===== config.mk =====
export PLATFORM = sky130hd
export DESIGN_NAME = ir_pulse_distance_key_toggler_core_flat
export DESIGN_NICKNAME = d
export VERILOG_FILES = /design/src/hdl/ipdk_pkg.sv /design/src/hdl/ipdk_if.sv /design/src/hdl/ir_pulse_distance_key_toggler_core.sv /design/src/hdl/ipdk_cfg_regs.sv /design/src/hdl/ipdk_decode.sv /design/src/flat_wrapper.sv
export SDC_FILE = /design/constraint.sdc
export NUM_CORES = 1
export LEC_CHECK = 0
export CAP_MARGIN = 10
export CORE_MARGIN = 2
export CORE_UTILIZATION = 40
export DETAILED_ROUTE_END_ITERATION = 8
export DONT_BUFFER_PORTS = 1
export PLACE_DENSITY_LB_ADDON = 0.15
export RECOVER_POWER = 100
export REMOVE_ABC_BUFFERS = 1
export SETUP_SLACK_MARGIN = 0.1
export SLEW_MARGIN = 40
export SYNTH_ARGS = -nofsm -noshare
export SYNTH_HDL_FRONTEND = slang
export SYNTH_SLANG_ARGS = --single-unit
export TNS_END_PERCENT = 30

===== constraint.sdc =====
create_clock -name i_clk -period 2.6 [get_ports i_clk]
set_input_delay 0.52 -clock i_clk [delete_from_list [all_inputs] [get_ports i_clk]]
set_output_delay 0.52 -clock i_clk [all_outputs]
set_load 0.01 [all_outputs]

===== src/hdl/ipdk_pkg.sv =====
// ============================================================================
// ipdk_pkg
// Shared types, constants and register map of the IR key toggler.
// ============================================================================
`default_nettype none

package ipdk_pkg;

    localparam int WORD_W         = 16;
    localparam int CFG_IDX_W      = 3;
    localparam int CFG_DATA_W     = 16;
    localparam int FRAME_BITS_DEF = 16;
    localparam int MATCH_W        = 2;
    localparam int SW_W           = 2;

    // register indexes
    localparam logic [CFG_IDX_W-1:0] REG_START_MIN  = 3'd0;
    localparam logic [CFG_IDX_W-1:0] REG_START_MAX  = 3'd1;
    localparam logic [CFG_IDX_W-1:0] REG_ZERO_MIN   = 3'd2;
    localparam logic [CFG_IDX_W-1:0] REG_ZERO_MAX   = 3'd3;
    localparam logic [CFG_IDX_W-1:0] REG_ONE_MIN    = 3'd4;
    localparam logic [CFG_IDX_W-1:0] REG_ONE_MAX    = 3'd5;
    localparam logic [CFG_IDX_W-1:0] REG_KEY_FIRST  = 3'd6;
    localparam logic [CFG_IDX_W-1:0] REG_KEY_SECOND = 3'd7;

    // register reset values
    localparam logic [WORD_W-1:0] RST_START_MIN  = 16'd13000;
    localparam logic [WORD_W-1:0] RST_START_MAX  = 16'd14000;
    localparam logic [WORD_W-1:0] RST_ZERO_MIN   = 16'd2000;
    localparam logic [WORD_W-1:0] RST_ZERO_MAX   = 16'd3000;
    localparam logic [WORD_W-1:0] RST_ONE_MIN    = 16'd4200;
    localparam logic [WORD_W-1:0] RST_ONE_MAX    = 16'd5800;
    localparam logic [WORD_W-1:0] RST_KEY_FIRST  = 16'h0817;
    localparam logic [WORD_W-1:0] RST_KEY_SECOND = 16'h0000;

    // event kinds
    localparam logic ACT_IR_EDGE = 1'b0;
    localparam logic ACT_SWITCH  = 1'b1;

    // key match codes
    localparam logic [MATCH_W-1:0] MATCH_NONE   = 2'd0;
    localparam logic [MATCH_W-1:0] MATCH_FIRST  = 2'd1;
    localparam logic [MATCH_W-1:0] MATCH_SECOND = 2'd2;

    typedef struct packed {
        logic [WORD_W-1:0] start_min;
        logic [WORD_W-1:0] start_max;
        logic [WORD_W-1:0] zero_min;
        logic [WORD_W-1:0] zero_max;
        logic [WORD_W-1:0] one_min;
        logic [WORD_W-1:0] one_max;
        logic [WORD_W-1:0] key_first_light;
        logic [WORD_W-1:0] key_second_light;
    } t_cfg;

    typedef struct packed {
        logic              action;
        logic [WORD_W-1:0] interval;
        logic [SW_W-1:0]   switches_pressed;
    } t_item;

    typedef struct packed {
        logic               light_first;
        logic               light_second;
        logic               frame_done;
        logic [WORD_W-1:0]  received_code;
        logic [MATCH_W-1:0] key_match;
    } t_result;

    // strict window test: lo < v < hi
    function automatic logic in_window(input logic [WORD_W-1:0] v,
                                       input logic [WORD_W-1:0] lo,
                                       input logic [WORD_W-1:0] hi);
        return (v > lo) && (v < hi);
    endfunction

endpackage

`default_nettype wire


===== src/hdl/ipdk_if.sv =====
// ============================================================================
// ipdk_if
// Valid/ready channels for IR events and toggler results.
// ============================================================================
`default_nettype none

interface ipdk_in_if;
    logic                            valid;
    logic                            ready;
    logic                            action;
    logic [ipdk_pkg::WORD_W-1:0]     interval;
    logic [ipdk_pkg::SW_W-1:0]       switches_pressed;

    modport source (output valid, action, interval, switches_pressed, input ready);
    modport sink   (input valid, action, interval, switches_pressed, output ready);
endinterface

interface ipdk_out_if;
    logic                            valid;
    logic                            ready;
    logic                            light_first;
    logic                            light_second;
    logic                            frame_done;
    logic [ipdk_pkg::WORD_W-1:0]     received_code;
    logic [ipdk_pkg::MATCH_W-1:0]    key_match;

    modport source (output valid, light_first, light_second, frame_done,
                    received_code, key_match, input ready);
    modport sink   (input valid, light_first, light_second, frame_done,
                    received_code, key_match, output ready);
endinterface

`default_nettype wire


===== src/hdl/ir_pulse_distance_key_toggler_core.sv =====
// ============================================================================
// ir_pulse_distance_key_toggler_core
// Pulse-distance IR frame decoder that toggles two lights.
// ============================================================================
// Usage:
//   i_evt  - event channel. action 0 is a falling IR edge with the interval in
//            microseconds since the previous edge; action 1 is a switch event
//            whose switches_pressed bits toggle the lights.
//   o_res  - one result transaction per event: both light states after the
//            event, frame_done/received_code/key_match for a finished frame
//            (code and match read zero otherwise).
//   i_cfg_* - write-only register port (windows and key codes); the user must
//            write it only while no event is in flight; the block does not check.
// Timing:
//   An event goes into an input register, is decoded by the window compares
//   and shift logic and lands in the result register, which drives
//   o_res.valid. One event per cycle sustained while o_res.ready stays high.
// Reset:
//   Synchronous, active low. Registers take their default windows, the frame
//   state clears and both lights go off. Both channels come up empty.
// Back-pressure:
//   While a result waits on o_res.ready, one more event can be taken into the
//   input register; after that i_evt.ready stays low until the result leaves.
// ============================================================================
`default_nettype none

module ir_pulse_distance_key_toggler_core #(
    parameter int FRAME_BITS = ipdk_pkg::FRAME_BITS_DEF
) (
    input  wire logic                              i_clk,
    input  wire logic                              i_rst_n,
    ipdk_in_if.sink                                i_evt,
    ipdk_out_if.source                             o_res,
    input  wire logic                              i_cfg_we,
    input  wire logic [ipdk_pkg::CFG_IDX_W-1:0]    i_cfg_idx,
    input  wire logic [ipdk_pkg::CFG_DATA_W-1:0]   i_cfg_wdata
);

    ipdk_pkg::t_cfg    cfg;
    ipdk_pkg::t_item   r_item;
    ipdk_pkg::t_result res_next;
    ipdk_pkg::t_result r_res;
    logic              r_in_valid;
    logic              r_out_valid;
    logic              adv;

    // decode stage moves when the result register is free or draining
    assign adv         = r_in_valid && (!r_out_valid || o_res.ready);
    assign i_evt.ready = !r_in_valid || adv;

    ipdk_cfg_regs u_cfg (
        .i_clk   (i_clk),
        .i_rst_n (i_rst_n),
        .i_we    (i_cfg_we),
        .i_idx   (i_cfg_idx),
        .i_wdata (i_cfg_wdata),
        .o_cfg   (cfg)
    );

    ipdk_decode #(
        .FRAME_BITS (FRAME_BITS)
    ) u_dec (
        .i_clk   (i_clk),
        .i_rst_n (i_rst_n),
        .i_adv   (adv),
        .i_item  (r_item),
        .i_cfg   (cfg),
        .o_res   (res_next)
    );

    // input register
    always_ff @(posedge i_clk) begin
        if (!i_rst_n) begin
            r_in_valid <= 1'b0;
        end else if (i_evt.ready) begin
            r_in_valid <= i_evt.valid;
        end
    end

    always_ff @(posedge i_clk) begin
        if (i_evt.valid && i_evt.ready) begin
            r_item.action           <= i_evt.action;
            r_item.interval         <= i_evt.interval;
            r_item.switches_pressed <= i_evt.switches_pressed;
        end
    end

    // result register
    always_ff @(posedge i_clk) begin
        if (!i_rst_n) begin
            r_out_valid <= 1'b0;
        end else if (adv) begin
            r_out_valid <= 1'b1;
        end else if (o_res.ready) begin
            r_out_valid <= 1'b0;
        end
    end

    always_ff @(posedge i_clk) begin
        if (adv) begin
            r_res <= res_next;
        end
    end

    assign o_res.valid         = r_out_valid;
    assign o_res.light_first   = r_res.light_first;
    assign o_res.light_second  = r_res.light_second;
    assign o_res.frame_done    = r_res.frame_done;
    assign o_res.received_code = r_res.received_code;
    assign o_res.key_match     = r_res.key_match;

endmodule

`default_nettype wire


===== src/hdl/ipdk_cfg_regs.sv =====
// ============================================================================
// ipdk_cfg_regs
// Window and key code registers, write-only.
// ============================================================================
`default_nettype none

module ipdk_cfg_regs (
    input  wire logic                              i_clk,
    input  wire logic                              i_rst_n,
    input  wire logic                              i_we,
    input  wire logic [ipdk_pkg::CFG_IDX_W-1:0]    i_idx,
    input  wire logic [ipdk_pkg::CFG_DATA_W-1:0]   i_wdata,
    output ipdk_pkg::t_cfg                         o_cfg
);

    ipdk_pkg::t_cfg r_cfg;
    ipdk_pkg::t_cfg n_cfg;

    always_comb begin
        n_cfg = r_cfg;
        if (i_we) begin
            unique case (i_idx)
                ipdk_pkg::REG_START_MIN:  n_cfg.start_min        = i_wdata;
                ipdk_pkg::REG_START_MAX:  n_cfg.start_max        = i_wdata;
                ipdk_pkg::REG_ZERO_MIN:   n_cfg.zero_min         = i_wdata;
                ipdk_pkg::REG_ZERO_MAX:   n_cfg.zero_max         = i_wdata;
                ipdk_pkg::REG_ONE_MIN:    n_cfg.one_min          = i_wdata;
                ipdk_pkg::REG_ONE_MAX:    n_cfg.one_max          = i_wdata;
                ipdk_pkg::REG_KEY_FIRST:  n_cfg.key_first_light  = i_wdata;
                ipdk_pkg::REG_KEY_SECOND: n_cfg.key_second_light = i_wdata;
            endcase
        end
    end

    always_ff @(posedge i_clk) begin
        if (!i_rst_n) begin
            r_cfg.start_min        <= ipdk_pkg::RST_START_MIN;
            r_cfg.start_max        <= ipdk_pkg::RST_START_MAX;
            r_cfg.zero_min         <= ipdk_pkg::RST_ZERO_MIN;
            r_cfg.zero_max         <= ipdk_pkg::RST_ZERO_MAX;
            r_cfg.one_min          <= ipdk_pkg::RST_ONE_MIN;
            r_cfg.one_max          <= ipdk_pkg::RST_ONE_MAX;
            r_cfg.key_first_light  <= ipdk_pkg::RST_KEY_FIRST;
            r_cfg.key_second_light <= ipdk_pkg::RST_KEY_SECOND;
        end else begin
            r_cfg <= n_cfg;
        end
    end

    assign o_cfg = r_cfg;

endmodule

`default_nettype wire


===== src/hdl/ipdk_decode.sv =====
// ============================================================================
// ipdk_decode
// Frame decoder state and light toggles; one event per advance.
// ============================================================================
`default_nettype none

module ipdk_decode #(
    parameter int FRAME_BITS = ipdk_pkg::FRAME_BITS_DEF
) (
    input  wire logic             i_clk,
    input  wire logic             i_rst_n,
    input  wire logic             i_adv,
    input  wire ipdk_pkg::t_item  i_item,
    input  wire ipdk_pkg::t_cfg   i_cfg,
    output ipdk_pkg::t_result     o_res
);

    localparam int CNT_W = $clog2(FRAME_BITS + 1);
    localparam logic [CNT_W-1:0] LAST_CNT = CNT_W'(FRAME_BITS - 1);

    logic                            r_in_frame, n_in_frame;
    logic [CNT_W-1:0]                r_bit_cnt, n_bit_cnt;
    logic [ipdk_pkg::WORD_W-1:0]     r_word, n_word;
    logic                            r_light1, n_light1;
    logic                            r_light2, n_light2;

    logic                            is_one;
    logic                            is_zero;
    logic                            is_start;
    logic [ipdk_pkg::WORD_W-1:0]     shifted;

    assign is_start = ipdk_pkg::in_window(i_item.interval, i_cfg.start_min, i_cfg.start_max);
    assign is_one   = ipdk_pkg::in_window(i_item.interval, i_cfg.one_min, i_cfg.one_max);
    assign is_zero  = ipdk_pkg::in_window(i_item.interval, i_cfg.zero_min, i_cfg.zero_max);
    assign shifted  = {is_one, r_word[ipdk_pkg::WORD_W-1:1]};

    always_comb begin
        n_in_frame = r_in_frame;
        n_bit_cnt  = r_bit_cnt;
        n_word     = r_word;
        n_light1   = r_light1;
        n_light2   = r_light2;
        o_res.frame_done    = 1'b0;
        o_res.received_code = '0;
        o_res.key_match     = ipdk_pkg::MATCH_NONE;

        if (i_item.action == ipdk_pkg::ACT_SWITCH) begin
            n_light1 = r_light1 ^ i_item.switches_pressed[0];
            n_light2 = r_light2 ^ i_item.switches_pressed[1];
        end else if (!r_in_frame) begin
            // idle: open a frame or stay cleared
            n_in_frame = is_start;
            n_bit_cnt  = '0;
            n_word     = '0;
        end else if (is_one || is_zero) begin
            if (r_bit_cnt == LAST_CNT) begin
                o_res.frame_done    = 1'b1;
                o_res.received_code = shifted;
                if (shifted == i_cfg.key_first_light) begin
                    o_res.key_match = ipdk_pkg::MATCH_FIRST;
                    n_light1        = ~r_light1;
                end else if (shifted == i_cfg.key_second_light) begin
                    o_res.key_match = ipdk_pkg::MATCH_SECOND;
                    n_light2        = ~r_light2;
                end
                n_in_frame = 1'b0;
                n_bit_cnt  = '0;
                n_word     = '0;
            end else begin
                n_bit_cnt = r_bit_cnt + 1'b1;
                n_word    = shifted;
            end
        end

        o_res.light_first  = n_light1;
        o_res.light_second = n_light2;
    end

    always_ff @(posedge i_clk) begin
        if (!i_rst_n) begin
            r_in_frame <= 1'b0;
            r_bit_cnt  <= '0;
            r_word     <= '0;
            r_light1   <= 1'b0;
            r_light2   <= 1'b0;
        end else if (i_adv) begin
            r_in_frame <= n_in_frame;
            r_bit_cnt  <= n_bit_cnt;
            r_word     <= n_word;
            r_light1   <= n_light1;
            r_light2   <= n_light2;
        end
    end

endmodule

`default_nettype wire


===== src/flat_wrapper.sv =====
// flat-port wrapper written by rule: the top's interface ports become plain ports
module ir_pulse_distance_key_toggler_core_flat 
#(
    parameter int FRAME_BITS = ipdk_pkg::FRAME_BITS_DEF
)
  (i_clk, i_rst_n, i_cfg_we, i_cfg_idx, i_cfg_wdata, i_evt_valid, i_evt_action, i_evt_interval, i_evt_switches_pressed, i_evt_ready, o_res_valid, o_res_light_first, o_res_light_second, o_res_frame_done, o_res_received_code, o_res_key_match, o_res_ready);
  ipdk_in_if i_evt_i ();
  ipdk_out_if o_res_i ();
  input  wire logic i_clk;
  input  wire logic i_rst_n;
  input  wire logic i_cfg_we;
  input  wire logic [ipdk_pkg::CFG_IDX_W-1:0] i_cfg_idx;
  input  wire logic [ipdk_pkg::CFG_DATA_W-1:0] i_cfg_wdata;
  input wire logic [$bits(i_evt_i.valid)-1:0] i_evt_valid;
  input wire logic [$bits(i_evt_i.action)-1:0] i_evt_action;
  input wire logic [$bits(i_evt_i.interval)-1:0] i_evt_interval;
  input wire logic [$bits(i_evt_i.switches_pressed)-1:0] i_evt_switches_pressed;
  output wire logic [$bits(i_evt_i.ready)-1:0] i_evt_ready;
  output wire logic [$bits(o_res_i.valid)-1:0] o_res_valid;
  output wire logic [$bits(o_res_i.light_first)-1:0] o_res_light_first;
  output wire logic [$bits(o_res_i.light_second)-1:0] o_res_light_second;
  output wire logic [$bits(o_res_i.frame_done)-1:0] o_res_frame_done;
  output wire logic [$bits(o_res_i.received_code)-1:0] o_res_received_code;
  output wire logic [$bits(o_res_i.key_match)-1:0] o_res_key_match;
  input wire logic [$bits(o_res_i.ready)-1:0] o_res_ready;
  assign i_evt_i.valid = i_evt_valid;
  assign i_evt_i.action = i_evt_action;
  assign i_evt_i.interval = i_evt_interval;
  assign i_evt_i.switches_pressed = i_evt_switches_pressed;
  assign i_evt_ready = i_evt_i.ready;
  assign o_res_valid = o_res_i.valid;
  assign o_res_light_first = o_res_i.light_first;
  assign o_res_light_second = o_res_i.light_second;
  assign o_res_frame_done = o_res_i.frame_done;
  assign o_res_received_code = o_res_i.received_code;
  assign o_res_key_match = o_res_i.key_match;
  assign o_res_i.ready = o_res_ready;
  ir_pulse_distance_key_toggler_core #(.FRAME_BITS(FRAME_BITS)) u_core (.i_clk(i_clk), .i_rst_n(i_rst_n), .i_evt(i_evt_i), .o_res(o_res_i), .i_cfg_we(i_cfg_we), .i_cfg_idx(i_cfg_idx), .i_cfg_wdata(i_cfg_wdata));
endmodule

Word-level counts from Yosys, hierarchy flattened
Index checks and enable logic that the tools add are counted.

Reduce and logical (&&, ||, !) cells: 25. Add/subtract/negate cells: 1. Eq/ne operators: 11. Bitwise logic cells: 8. Mux-type cells: 25. $lt $le $gt $ge: 6.

Operators by type and width (number): greater-than comparator 16 bit (3); less-than comparator 16 bit (3); 2-to-1 mux 16 bit (3); equality test 16 bit (2); 2-to-1 mux 19 bit (1); AND reduction 2 bit (9); 2-to-1 mux 1 bit (16); 2-to-1 mux 5 bit (3); equality test 3 bit, second input constant (4); equality test 3 x 2 -> 1 bit, second input constant (2); inverter 1 bit (6); adder 5 x 1 -> 5 bit, second input constant (1); equality test 5 x 4 -> 1 bit, second input constant (1); logical AND 1 bit (5); OR reduction 5 bit (1); 2-to-1 mux 2 bit (2); OR reduction 4 bit (1); equality test 3 x 1 -> 1 bit, second input constant (1); zero test 3 bit (1); logical OR 1 bit (3); AND reduction 3 bit (1); OR reduction 3 bit (1); zero test 1 bit (2); inequality test 2 x 1 -> 1 bit, second input constant (1); other kinds (2) (3).

Logic and storage cells: 100. Input bits: 43. Register bits: 194. Output and inout port bits: 23.

Longest topological paths before layout
Gate-level depths: netlist (run 1).

Word-level depth: 9. Mapped depth: 11. Mapped depth without buffers: 10.

Cells and area by module
A second synthesis (run 1) with hierarchy kept.

Cells, all modules: 1012. Area, all modules: 10065.9 µm².

By module, submodules not included: ipdk_cfg_regs (sequential area each 2562.5 µm², cells each 461, times used 1, area each 4864.7 µm²); ipdk_decode (sequential area each 460.4 µm², cells each 502, times used 1, area each 3896.2 µm²); ir_pulse_distance_key_toggler_core (sequential area each 1241.2 µm², cells each 49, times used 1, area each 1305.0 µm²).

Worst setup path before layout (run 1)
No wires, ideal clock.

Kind: reg-to-reg. Start: register u_core.r_item[8] (netlist bit). End: register u_core.r_res, in the netlist u_core.o_res.light_second, data pin. Clock period less this slack: 2.779 ns. Setup time: 0.259 ns. Buffers on the path: 0. Data required time: 2.341 ns. Setup slack: -0.179 ns. Cell stages (with the launch flop): 10. Data arrival time: 2.520 ns. Cells stage by stage: edfxtp_1 -> ha_1 -> and3_4 -> a221o_1 -> a31oi_1 -> o221ai_1 -> or2_4 -> or4b_4 -> nand3_1 -> xor2_1.

Word-level cells in the longest chain between the ends: 9. Elaborated cells between the ends (all ways): 15. Classes of those cells: order compare (4); eq/ne (2); mux (6); reduce/logical (3).

RTL lines: from (decl) (line ir_pulse_distance_key_toggler_core.sv:40) `ipdk_pkg::t_item r_item;`; greater-than comparator 16 bit / less-than comparator 16 bit (equally long branches) (line ipdk_pkg.sv:74) `return (v > lo) && (v < hi);`; logical AND 1 bit (line ipdk_pkg.sv:74); equality test 16 bit (line ipdk_decode.sv:62) `end else if (shifted == i_cfg.key_second_light) begin`; 2-to-1 mux 1 bit (line ipdk_decode.sv:62); 2-to-1 mux 1 bit (line ipdk_decode.sv:59) `if (shifted == i_cfg.key_first_light) begin`; 2-to-1 mux 1 bit (line ipdk_decode.sv:56) `if (r_bit_cnt == LAST_CNT) begin`; 2-to-1 mux 1 bit * (line ipdk_decode.sv:55) `end else if (is_one || is_zero) begin`; 2-to-1 mux 1 bit * (line ipdk_decode.sv:50) `end else if (!r_in_frame) begin`; 2-to-1 mux 1 bit * (line ipdk_decode.sv:47) `if (i_item.action == ipdk_pkg::ACT_SWITCH) begin`; named net u_core.u_dec.n_light2 (line ipdk_decode.sv:25) `logic r_light2, n_light2;`; to (signal assigned) (line ir_pulse_distance_key_toggler_core.sv:101) `r_res <= res_next;`; to (decl) (line ir_pulse_distance_key_toggler_core.sv:42) `ipdk_pkg::t_result r_res;`.

Mark *: on every way through the listed nets, which the timed path passes. The rest lies on a longest branch. A chain may end at the register's enable or synchronous reset.

Worst setup path in the final report (run 1)
Start: register u_core.r_item[13] (netlist bit). End: register u_core.u_dec.r_light2.

Word-level cells in the longest chain between the ends: 9. Elaborated cells between the ends (all ways): 15. Classes of those cells: order compare (4); eq/ne (2); mux (6); reduce/logical (3).

RTL lines: greater-than comparator 16 bit / less-than comparator 16 bit (equally long branches) (line ipdk_pkg.sv:74); logical AND 1 bit (line ipdk_pkg.sv:74); equality test 16 bit (line ipdk_decode.sv:62); 2-to-1 mux 1 bit (line ipdk_decode.sv:62); 2-to-1 mux 1 bit (line ipdk_decode.sv:59); 2-to-1 mux 1 bit (line ipdk_decode.sv:56); 2-to-1 mux 1 bit * (line ipdk_decode.sv:55); 2-to-1 mux 1 bit * (line ipdk_decode.sv:50); 2-to-1 mux 1 bit * (line ipdk_decode.sv:47); to (signal assigned) (line ipdk_decode.sv:91) `r_light2 <= n_light2;`; to (decl) (line ipdk_decode.sv:25).

Every way passes the cells marked *; elsewhere a longest branch is shown, timed or not.

==> metrics.log, run 1 <==
[metrics] total CTS buffers: 17
[metrics] library cells used by synthesis: 54
[metrics] number of flops mapped to enable cells by yosys: 40
[metrics] final routed wirelength across all metal layers: 27.7 mm
[metrics] H-tree depth reported by CTS: 4
[metrics] number of remaining DRC errors: 0
[metrics] n_diodes: 0
[metrics] Post-synth top flop: dfxtp_1
[metrics] final critical-path share of the clock period: 1.11
[metrics] wire length of the first global-routing pass: 43.2 mm
[metrics] instance count of the mapped netlist: 1133
[metrics] Avg Vias per Cell: 5.18
[metrics] number of synthesized register bits: 193
[metrics] number of rows created at floorplan: 56
[metrics] sequential fraction of the synthesis area: 0.441
[metrics] Wirelength per Cell: 18.4 um
[metrics] status: complete, but fails checks
[metrics] Pins Over Slew Limit: 0
[metrics] hold crit path type: input pin to register
[metrics] residual overflow from global routing: 0
[metrics] Worst EP required: 2980 ps
[metrics] IR drop worst, VDD: 415 uV
[metrics] count of antenna-violating nets left after detailed routing: 0
[metrics] clock tree root buffer cell: clkbuf_16
[metrics] Tot Pwr: 6.50 mW
[metrics] unrepaired setup endpoints after global routing: true
[metrics] number of hold-repair buffers added at the cts stage: 0
[metrics] FFs w/ async S/R, synth: 0
[metrics] category of the critical setup timing path: register to register
[metrics] signed area change from the synthesized netlist to the final layout: 17.9%
[metrics] largest driver fanout on the critical path: 5
[metrics] starting density of the core: 0.410
[metrics] placer congestion estimate: 0.859
[metrics] Ys Warns: 0
[metrics] cell breakdown of the critical path: ha_1 > nand4_1 > nor3_2 > a21boi_2 > o41a_1 > nor2b_4 > or4b_4 > a31oi_4 > mux2i_1
[metrics] Std-Cell Core Area: 23600 sq um
[metrics] Tightest Pin Transition: 1240 ps
[metrics] final clock skew: 16.7 ps
[metrics] max frequency: 346 MHz
[metrics] deepest clock path buffer count: 2
[metrics] Maximum Capacitance Violations: 0
[metrics] most common cell in the netlist: nand2_1
[metrics] starting DRC count in detailed routing: 497
[metrics] cell accounting for the most synthesized area: dfxtp_1
[metrics] clock transition time at the flip-flop clock pins of the worst setup and hold paths: 80 ps
[metrics] post-route setup slack: -292 ps
[metrics] failing checks: negative setup slack
[metrics] Post-Route Utilization: 0.483
[metrics] fin nets: 1314
[metrics] I/O pin cnt: 66
[metrics] Worst Setup End Kind: register
[metrics] cell with the largest stage delay on the worst path: or4b_4
[metrics] width of the die: 160 um
[metrics] DRT Pass-1 Iters: 5
[metrics] CTS tree: built
[metrics] worst hold slack across all endpoints: 168 ps
[metrics] number of placed instances, taps included: 1462
[metrics] sum of negative setup slack: -8680 ps
[metrics] half-perimeter wire length of the detailed placement result: 18.9 mm
[metrics] DIE AREA: 25400 sq um
[metrics] all-layer global routing usage: 0.219
[metrics] relative max-transition margin: 0.170
[metrics] time the worst path needs with I/O delays and setup: 2890 ps
[metrics] leading cell types by total area after synthesis: dfxtp_1 32%, edfxtp_1 12%, ha_1 12%
[metrics] number of antenna violations at the first check in global routing: 1
[metrics] share of layout cells above drive strength 1: 0.129
[metrics] final hold violation count: 0
[metrics] number of global-route vias before repair: 7529
[metrics] port buffer count: 0
[metrics] Synth top area share: 0.317
[metrics] netlist area before placement: 9670 sq um
[metrics] Mapped Avg Cell Area: 8.54 sq um
[metrics] total clock sinks: 193
[metrics] final setup vio count: 43
[metrics] Lkg Pwr: 4.53 nW
[metrics] worst skew pair latency: 450 ps
[metrics] Critical Path AT: 3270 ps
[metrics] pin count of the biggest net entering global routing: 67
[metrics] Post-synth top cells: 267 x nand2_1, 153 x dfxtp_1, 112 x a21oi_1
[metrics] power density over cell area: 570 nW/um^2
[metrics] worst stage delay on the critical path: 540 ps
[metrics] via count of the routed design: 7815
[metrics] die boundary height: 160 um
[metrics] final standard cell count with taps included and fillers excluded: 1509
[metrics] Critical Path Start Type: register
[critical path: cells and delay by family (launching register included)]
family          cells  cell delay [ps]
simple gates        4              980
compound gates      3              800
flops               1              510
fa+ha+maj           1              370
mux                 1              190
[flip-flops by register name, summed over array words and instances, names as in the netlist]
name and cells:
u_core.o_res.received_code 16, u_core.u_dec.r_word 15, u_core.u_dec.r_light1 1, u_core.o_res.light_second 1, u_core.r_in_valid 1, u_core.r_item 19, u_core.u_dec.r_light2 1, u_core.o_res.valid 1
u_core.u_cfg.o_cfg 128, u_core.u_dec.r_in_frame 1, u_core.o_res.light_first 1, u_core.o_res.key_match 2, u_core.o_res.frame_done 1, u_core.u_dec.r_bit_cnt 5
[through the flow]
stage	setup WS, ps	area [sq um]
after detailed placement	-395	10400
final	-292	11400
after global routing	-397	11400
after floorplan	-326	9420
after global placement	-398	10400
after CTS	-322	11200
[repair_timing]
action / CTS / global route
buffers inserted: 6 / 5
pin swaps: 16 / 18
endpoints found under the setup margin: 44 / 44
resized for setup: 32 / 37
endpoints found under the hold margin: 0 / 0
cloned: 0 / 3
[layer usage]
| layer | wire, um | up-vias | track usage |
|---|---|---|---|
| met5 | 0 | - | 0 |
| li1 | - | 3949 | - |
| met4 | 535 | 0 | 0.0636 |
| met3 | 1320 | 28 | 0.0505 |
| met1 | 13200 | 3676 | 0.294 |
| met2 | 12600 | 162 | 0.352 |
[kinds of logic (layout without fill, tap and decap cells)]
| family | after synthesis | in the layout | synth area share |
|---|---|---|---|
| buffers and inverters | 156 | 213 | 0.0630 |
| muxes | 2 | 2 | 0.00207 |
| adders and majority gates | 94 | 94 | 0.122 |
| and+or+nand+nor | 429 | 429 | 0.201 |
| AOI/OAI and AO/OA | 226 | 226 | 0.142 |
| xor gates and xnor gates | 33 | 33 | 0.0299 |
| DFF | 193 | 193 | 0.441 |
[power breakdown]
part | total [mW] | switching, mW | internal (mW)
Sequential | 3.20 | 0.0611 | 3.14
Clock | 2.64 | 1.25 | 1.39
Combinational | 0.654 | 0.368 | 0.286
[final cells by class]
cell class	count	area (sq um)
clock buffers	20	457
well taps	319	399
clock inverters	12	121
fillers	2268	12200
repair buffers	85	716
inverters	96	360
multi-input cells	784	5090
flip-flops and latches	193	4260
[worst paths after layout]
kind	start	end	depth (start not counted)	slack (ps)
max	u_core.r_item[13]	u_core.u_dec.r_light2	9	-290
min	i_evt_interval[6]	u_core.r_item[8]	0	170
max reg2reg	u_core.r_item[13]	u_core.u_dec.r_light2	9	-290
min reg2reg	u_core.u_cfg.o_cfg[127]	u_core.u_cfg.o_cfg[127]	2	460
[placed cells by master, fill, tap and decap left out, drive strengths merged, types with 3 or more instances in the layout]
| cell | count |
|---|---|
| or3 | 3 |
| a21oi | 112 |
| nand2b | 8 |
| ha | 94 |
| nor4 | 11 |
| xnor2 | 18 |
| nand2 | 267 |
| nor2b | 10 |
| nor2 | 25 |
| a2111oi | 3 |
| clkbuf | 32 |
| o21ai | 31 |
| dfxtp | 153 |
| or2 | 3 |
| nand3 | 37 |
| nand4b | 3 |
| and3 | 3 |
| inv | 100 |
| clkinv | 7 |
| a31oi | 7 |
| nand4 | 18 |
| buf | 73 |
| and2 | 17 |
| xor2 | 15 |
| a21o | 15 |
| o211ai | 38 |
| nor3 | 13 |
| edfxtp | 40 |
| o21a | 4 |
| a211oi | 5 |
(Power assumes the default switching activity.)
==> run 2, diff against run 1 <==
- CORE_MARGIN: 2 -> not set
- SETUP_SLACK_MARGIN: 0.1 -> 0.02
==> metrics.log, run 2 (synthesized netlist as in run 1, its figures left out) <==
[metrics] number of antenna violations at the first check in global routing: 0 (-1)
[metrics] clock tree root buffer cell: clkbuf_16
[metrics] Std-Cell Core Area: 23600 sq um (unchanged)
[metrics] time the worst path needs with I/O delays and setup: 2920 ps (+24.4 ps)
[metrics] total CTS buffers: 17 (unchanged)
[metrics] post-route setup slack: -317 ps (-24.4 ps)
[metrics] IR drop worst, VDD: 289 uV (-30%)
[metrics] Pins Over Slew Limit: 0 (unchanged)
[metrics] failing checks: negative setup slack
[metrics] cell occurring most often along the worst timing path: a21o_1
[metrics] Critical Path Start Type: register
[metrics] share of total power in sequential cells: 0.504 (+0.011)
[metrics] I/O pin cnt: 66 (unchanged)
[metrics] count of antenna-violating nets left after detailed routing: 0 (unchanged)
[metrics] starting density of the core: 0.410 (unchanged)
[metrics] clock network fraction of design power: 0.393 (-0.014)
[metrics] top library cells by usage in the layout, fill and taps aside: 266 x nand2_1, 153 x dfxtp_1, 111 x a21oi_1
[metrics] DIE AREA: 24800 sq um (-2.5%)
[metrics] max reg flops: 128 (unchanged)
[metrics] logic gate share of total power: 0.103 (+0.002)
[metrics] Post-Route Utilization: 0.483 (about the same)
[metrics] Avg Vias per Cell: 5.22 (+0.87%)
[metrics] final clock skew: 10.2 ps (-6.45 ps)
[metrics] number of cells on the worst hold path: 0 (unchanged)
[metrics] residual overflow from global routing: 0 (unchanged)
[metrics] wire length of the first global-routing pass: 42.2 mm (-2.2%)
[metrics] cell with the largest stage delay on the worst path: or4b_4
[metrics] area of the multi-input gates: 5160 sq um (+1.5%)
[metrics] power density over cell area: 558 nW/um^2 (-2.2%)
[metrics] worst hold slack across all endpoints: 168 ps (+0.148 ps)
[metrics] signed area change from the synthesized netlist to the final layout: 17.9% (about the same)
[metrics] worst stage delay on the critical path: 550 ps (about the same)
[metrics] number of rows created at floorplan: 56 (unchanged)
[metrics] via count of the routed design: 7857 (+0.54%)
[metrics] cell breakdown of the critical path: ha_1 > a21o_1 > a21o_1 > a211oi_2 > o221ai_2 > or2_4 > or4b_4 > a31oi_4 > mux2i_1
[metrics] commonest non-fill, non-tap cell in the layout: nand2_1
[metrics] Critical Path AT: 3290 ps (+20 ps)
[metrics] share of layout cells above drive strength 1: 0.138 (+0.00898)
[metrics] half-perimeter wire length of the detailed placement result: 18.6 mm (-1.3%)
[metrics] number of remaining DRC errors: 0 (unchanged)
[metrics] max frequency: 343 MHz (-0.84%)
[metrics] Worst EP required: 2970 ps (about the same)
[metrics] width of the die: 158 um (-1.3%)
[metrics] largest driver fanout on the critical path: 4 (-1)
[metrics] status: complete, but fails checks
[metrics] number of hold-repair buffers added at the cts stage: 0 (unchanged)
[metrics] Tot Pwr: 6.36 mW (-2.2%)
[metrics] final hold violation count: 0 (unchanged)
[metrics] port buffer count: 0 (unchanged)
[metrics] n_diodes: 0 (unchanged)
[metrics] worst skew pair latency: 440 ps (about the same)
[metrics] deepest clock path buffer count: 2 (unchanged)
[metrics] unrepaired setup endpoints after global routing: true
[metrics] Wirelength per Cell: 18.5 um (+0.74%)
[metrics] Sequential cell area: 4260 sq um (unchanged)
[metrics] final setup vio count: 43 (unchanged)
[metrics] P_sw: 1.65 mW (-1.6%)
[metrics] Filler Cell Count: 2291 (+1.0%)
[metrics] CTS tree: built
[metrics] relative max-transition margin: 0.152 (-0.0176)
[metrics] starting DRC count in detailed routing: 532 (+7.0%)
[metrics] Sw Ratio: 0.260 (+0.00160)
[metrics] Worst Reg-to-Reg Cells: 9 (unchanged)
[metrics] Lkg Pwr: 4.51 nW (-0.44%)
[metrics] all-layer global routing usage: 0.229 (+0.0103)
[metrics] Worst Setup End Kind: register
[metrics] pin count of the biggest net entering global routing: 67 (unchanged)
[metrics] final instance area: 11400 sq um (about the same)
[metrics] clock transition time at the flip-flop clock pins of the worst setup and hold paths: 80 ps (about the same)
[metrics] Maximum Capacitance Violations: 0 (unchanged)
[metrics] total cell area at the placement stage: 10300 sq um (-0.41%)
[metrics] H-tree depth reported by CTS: 4 (unchanged)
[metrics] die boundary height: 158 um (-1.3%)
[metrics] Tightest Pin Transition: 1270 ps (+26.4 ps)
[metrics] hold crit path type: input pin to register
[metrics] final routed wirelength across all metal layers: 27.8 mm (+0.41%)
[metrics] fin nets: 1309 (-0.38%)
[metrics] number of global-route vias before repair: 7402 (-1.7%)
[metrics] placer congestion estimate: 0.857 (-0.22%)
[metrics] total clock sinks: 193 (unchanged)
[metrics] final critical-path share of the clock period: 1.12 (+0.00938)
[metrics] category of the critical setup timing path: register to register
[metrics] cell internal pwr: 4.71 mW (-2.4%)
[metrics] DRT Pass-1 Iters: 5 (unchanged)
==> run 2: cell count changes in the layout (fill, tap and decap cells not counted), moves of 3 or more <==
cell	before	now
buf_6	11	8
and2_1	10	14
o21ai_2	0	3
o21ai_1	7	15
o21ai_0	24	13
nand3_2	3	16
and2_4	7	3
clkinv_4	5	2
nand3_1	34	20
==> run 2: power by group through the flow <==
stage          Combinational [mW]  Sequential (mW)  Clock, mW
2_1_floorplan               0.348             3.26          0
3_3_place_gp                0.554             3.27          0
3_5_place_dp                0.559             3.27          0
4_1_cts                     0.597             3.20       2.55
5_1_grt                     0.728             3.22       2.66
6_report                    0.652             3.21       2.50
==> run 2: worst max-delay path: cells and delay by family (launching register included) <==
| family | cells | cell delay, ps |
|---|---|---|
| simple gates | 2 | 830 |
| flops | 1 | 540 |
| fa+ha+maj | 1 | 370 |
| mux | 1 | 180 |
| compound gates | 5 | 920 |
==> run 2: through the flow <==
stage	instances	setup WS [ps]	TNS (ps)
floorplan	1073	-326	-7740
global placement	1458	-466	-16430
detailed placement	1458	-402	-13890
CTS	1496	-290	-9000
global route	1504	-410	-14090
finish	1504	-317	-10220
==> run 2: final timing paths <==
kind	from	endpoint	slack, ps
max	u_core.r_item[13]	u_core.u_dec.r_light2	-320
min	i_evt_interval[7]	u_core.r_item[9]	170
max reg2reg	u_core.r_item[13]	u_core.u_dec.r_light2	-320
min reg2reg	u_core.u_cfg.o_cfg[104]	u_core.u_cfg.o_cfg[104]	450
==> run 2: cell type report <==
class                   instances  area share
inverters                      96      0.0316
clock inverters                12     0.00724
flip-flops and latches        193       0.374
clock buffers                  20      0.0401
well taps                     319      0.0350
multi-input cells             784       0.453
repair buffers                 80      0.0591
==> run 2: timing repair <==
action	CTS	global route
setup endpoints to repair	44	43
pin swaps	7	16
setup buffers	5	4
resized for setup	30	60
cloned	1	4
==> run 2: layer usage <==
metal  wire [um]  GRT usage
met4         367     0.0629
met5           0          0
met2       12800      0.373
met1       13300      0.311
met3        1310     0.0407
==> run 3, diff against run 2 <==
--- a/constraint.sdc
+++ b/constraint.sdc
@@ -3,2 +3,2 @@
 set_output_delay 0.52 -clock i_clk [all_outputs]
-set_load 0.01 [all_outputs]
+set_load 0.005 [all_outputs]
==> metrics.log, run 3 (synthesized netlist as in run 1, its figures left out) <==
[metrics] status: complete, but fails checks
[metrics] failing checks: max-capacitance violations, max-slew violations, negative setup slack
[metrics] final instance area: 11400 sq um (unchanged)
[metrics] Tot Pwr: 6.35 mW (-0.11%)
[metrics] power density over cell area: 557 nW/um^2 (-0.11%)
[metrics] number of antenna violations at the first check in global routing: 0 (unchanged)
[metrics] DRT Pass-1 Iters: 5 (unchanged)
[metrics] cell breakdown of the critical path: ha_1 > a21o_1 > a21o_1 > a211oi_2 > o221ai_2 > or2_4 > or4b_4 > a31oi_4 > mux2i_1
[metrics] n_diodes: 0 (unchanged)
[metrics] number of remaining DRC errors: 0 (unchanged)
[metrics] via count of the routed design: 7853 (-0.051%)
[metrics] Std-Cell Core Area: 23600 sq um (unchanged)
[metrics] unrepaired setup endpoints after global routing: true
[metrics] Critical Path Start Type: register
[metrics] Tightest Pin Transition: 1680 ps (+409 ps)
[metrics] pin count of the biggest net entering global routing: 67 (unchanged)
[metrics] deepest clock path buffer count: 2 (unchanged)
[metrics] final clock skew: 10.2 ps (-0.0413 ps)
[metrics] relative max-transition margin: -0.121 (-0.273)
[metrics] number of placed instances, taps included: 1458 (unchanged)
[metrics] die boundary height: 158 um (unchanged)
[metrics] number of rows created at floorplan: 56 (unchanged)
[metrics] crit-path leading delay family: compound AO/OA/AOI/OAI gates
[metrics] all-layer global routing usage: 0.229 (unchanged)
[metrics] WP buf/inv: 0 (unchanged)
[metrics] clock transition time at the flip-flop clock pins of the worst setup and hold paths: 80 ps (about the same)
[metrics] cell occurring most often along the worst timing path: a21o_1
[metrics] CTS tree: built
[metrics] Critical Path AT: 3290 ps (about the same)
[metrics] half-perimeter wire length of the detailed placement result: 18.6 mm (unchanged)
[metrics] placer congestion estimate: 0.857 (unchanged)
[metrics] wire length of the first global-routing pass: 42.2 mm (unchanged)
[metrics] cell with the largest stage delay on the worst path: or4b_4
[metrics] Worst EP required: 2970 ps (about the same)
[metrics] total cell area at the placement stage: 10300 sq um (unchanged)
[metrics] number of global-route vias before repair: 7402 (unchanged)
[metrics] max frequency: 343 MHz (about the same)
[metrics] final setup vio count: 43 (unchanged)
[metrics] area of the multi-input gates: 5160 sq um (unchanged)
[metrics] starting density of the core: 0.410 (unchanged)
[metrics] share of layout cells above drive strength 1: 0.138 (unchanged)
[metrics] worst hold slack across all endpoints: 168 ps (unchanged)
[metrics] DIE AREA: 24800 sq um (unchanged)
[metrics] final hold violation count: 0 (unchanged)
[metrics] final critical-path share of the clock period: 1.12 (about the same)
[metrics] Lkg Pwr: 4.51 nW (about the same)
[metrics] final routed wirelength across all metal layers: 27.8 mm (about the same)
[metrics] category of the critical setup timing path: register to register
[metrics] top library cells by usage in the layout, fill and taps aside: 266 x nand2_1, 153 x dfxtp_1, 111 x a21oi_1
[metrics] Worst Setup End Kind: register
[metrics] I/O pin cnt: 66 (unchanged)
[metrics] sum of negative setup slack: -10220 ps (-1.40 ps)
[metrics] fin nets: 1309 (unchanged)
[metrics] starting DRC count in detailed routing: 532 (unchanged)
[metrics] count of antenna-violating nets left after detailed routing: 0 (unchanged)
[metrics] Sequential cell area: 4260 sq um (unchanged)
[metrics] hold crit path type: input pin to register
[metrics] time the worst path needs with I/O delays and setup: 2920 ps (-0.0880 ps)
[metrics] Avg Vias per Cell: 5.22 (about the same)
[metrics] total CTS buffers: 17 (unchanged)
[metrics] largest driver fanout on the critical path: 4 (unchanged)
[metrics] Maximum Capacitance Violations: 1 (+1)
[metrics] IR drop worst, VDD: 289 uV (about the same)
[metrics] commonest non-fill, non-tap cell in the layout: nand2_1
[metrics] port buffer count: 0 (unchanged)
[metrics] worst skew pair latency: 440 ps (about the same)
[metrics] Filler Cell Count: 2291 (unchanged)
[metrics] width of the die: 158 um (unchanged)
[metrics] signed area change from the synthesized netlist to the final layout: 17.9% (unchanged)
[metrics] post-route setup slack: -317 ps (+0.0880 ps)
[metrics] number of hold-repair buffers added at the cts stage: 0 (unchanged)
[metrics] Pins Over Slew Limit: 20 (+20)
[metrics] H-tree depth reported by CTS: 4 (unchanged)
[metrics] total clock sinks: 193 (unchanged)
[metrics] clock tree root buffer cell: clkbuf_16
[metrics] worst stage delay on the critical path: 550 ps (about the same)
[metrics] Wirelength per Cell: 18.5 um (about the same)
[metrics] residual overflow from global routing: 0 (unchanged)
[metrics] max reg flops: 128 (unchanged)
[metrics] final standard cell count with taps included and fillers excluded: 1504 (unchanged)
==> run 3: cell types whose count changed in the layout (fill, tap and decap cells not counted) <==
cell / delta
and2_0: +1
and2_1: -1
==> run 3: stage by stage <==
| step | setup slack [ps] | util |
|---|---|---|
| global route | -410 | 0.483 |
| finish | -317 | 0.483 |
| floorplan | -326 | - |
| global placement | -466 | 0.438 |
| CTS | -290 | 0.468 |
| detailed placement | -402 | 0.438 |
==> run 3: layout make-up <==
class	instances	share of cell area
multi-input cells	784	0.453
flip-flops and latches	193	0.374
repair buffers	80	0.0591
clock buffers	20	0.0401
well taps	319	0.0350
inverters	96	0.0316
clock inverters	12	0.00724
==> run 3: path summary, 6_finish.rpt <==
path                                 from                       to  slack [ps]  cells past startpoint
setup / recovery        u_core.r_item[13]    u_core.u_dec.r_light2        -320                      9
setup reg to reg        u_core.r_item[13]    u_core.u_dec.r_light2        -320                      9
hold / removal          i_evt_interval[7]         u_core.r_item[9]         170                      0
hold reg to reg   u_core.u_cfg.o_cfg[104]  u_core.u_cfg.o_cfg[104]         450                      2
==> run 3: report_power, final <==
part	leakage, nW	total (mW)	internal, mW	switching, mW
Combinational	2.63	0.652	0.280	0.372
Sequential	1.61	3.20	3.14	0.0548
Clock	0.272	2.50	1.28	1.22
==> run 3: repair_timing <==
action                                  in CTS  in global routing
buffers inserted                             5                  4
endpoints found under the setup margin      44                 43
gates cloned                                 1                  4
hold endpoints to repair                     0                  0
pin swaps                                    7                 16
gates resized for setup                     30                 60
==> run 3: layer usage <==
metal | track usage | vias up | wire length [um] | share of wire
li1 | - | 3946 | - | -
met1 | 0.311 | 3709 | 13300 | 0.48
met2 | 0.373 | 173 | 12800 | 0.46
met3 | 0.0407 | 25 | 1300 | 0.047
met4 | 0.0629 | 0 | 367 | 0.013
met5 | 0 | - | 0 | 0
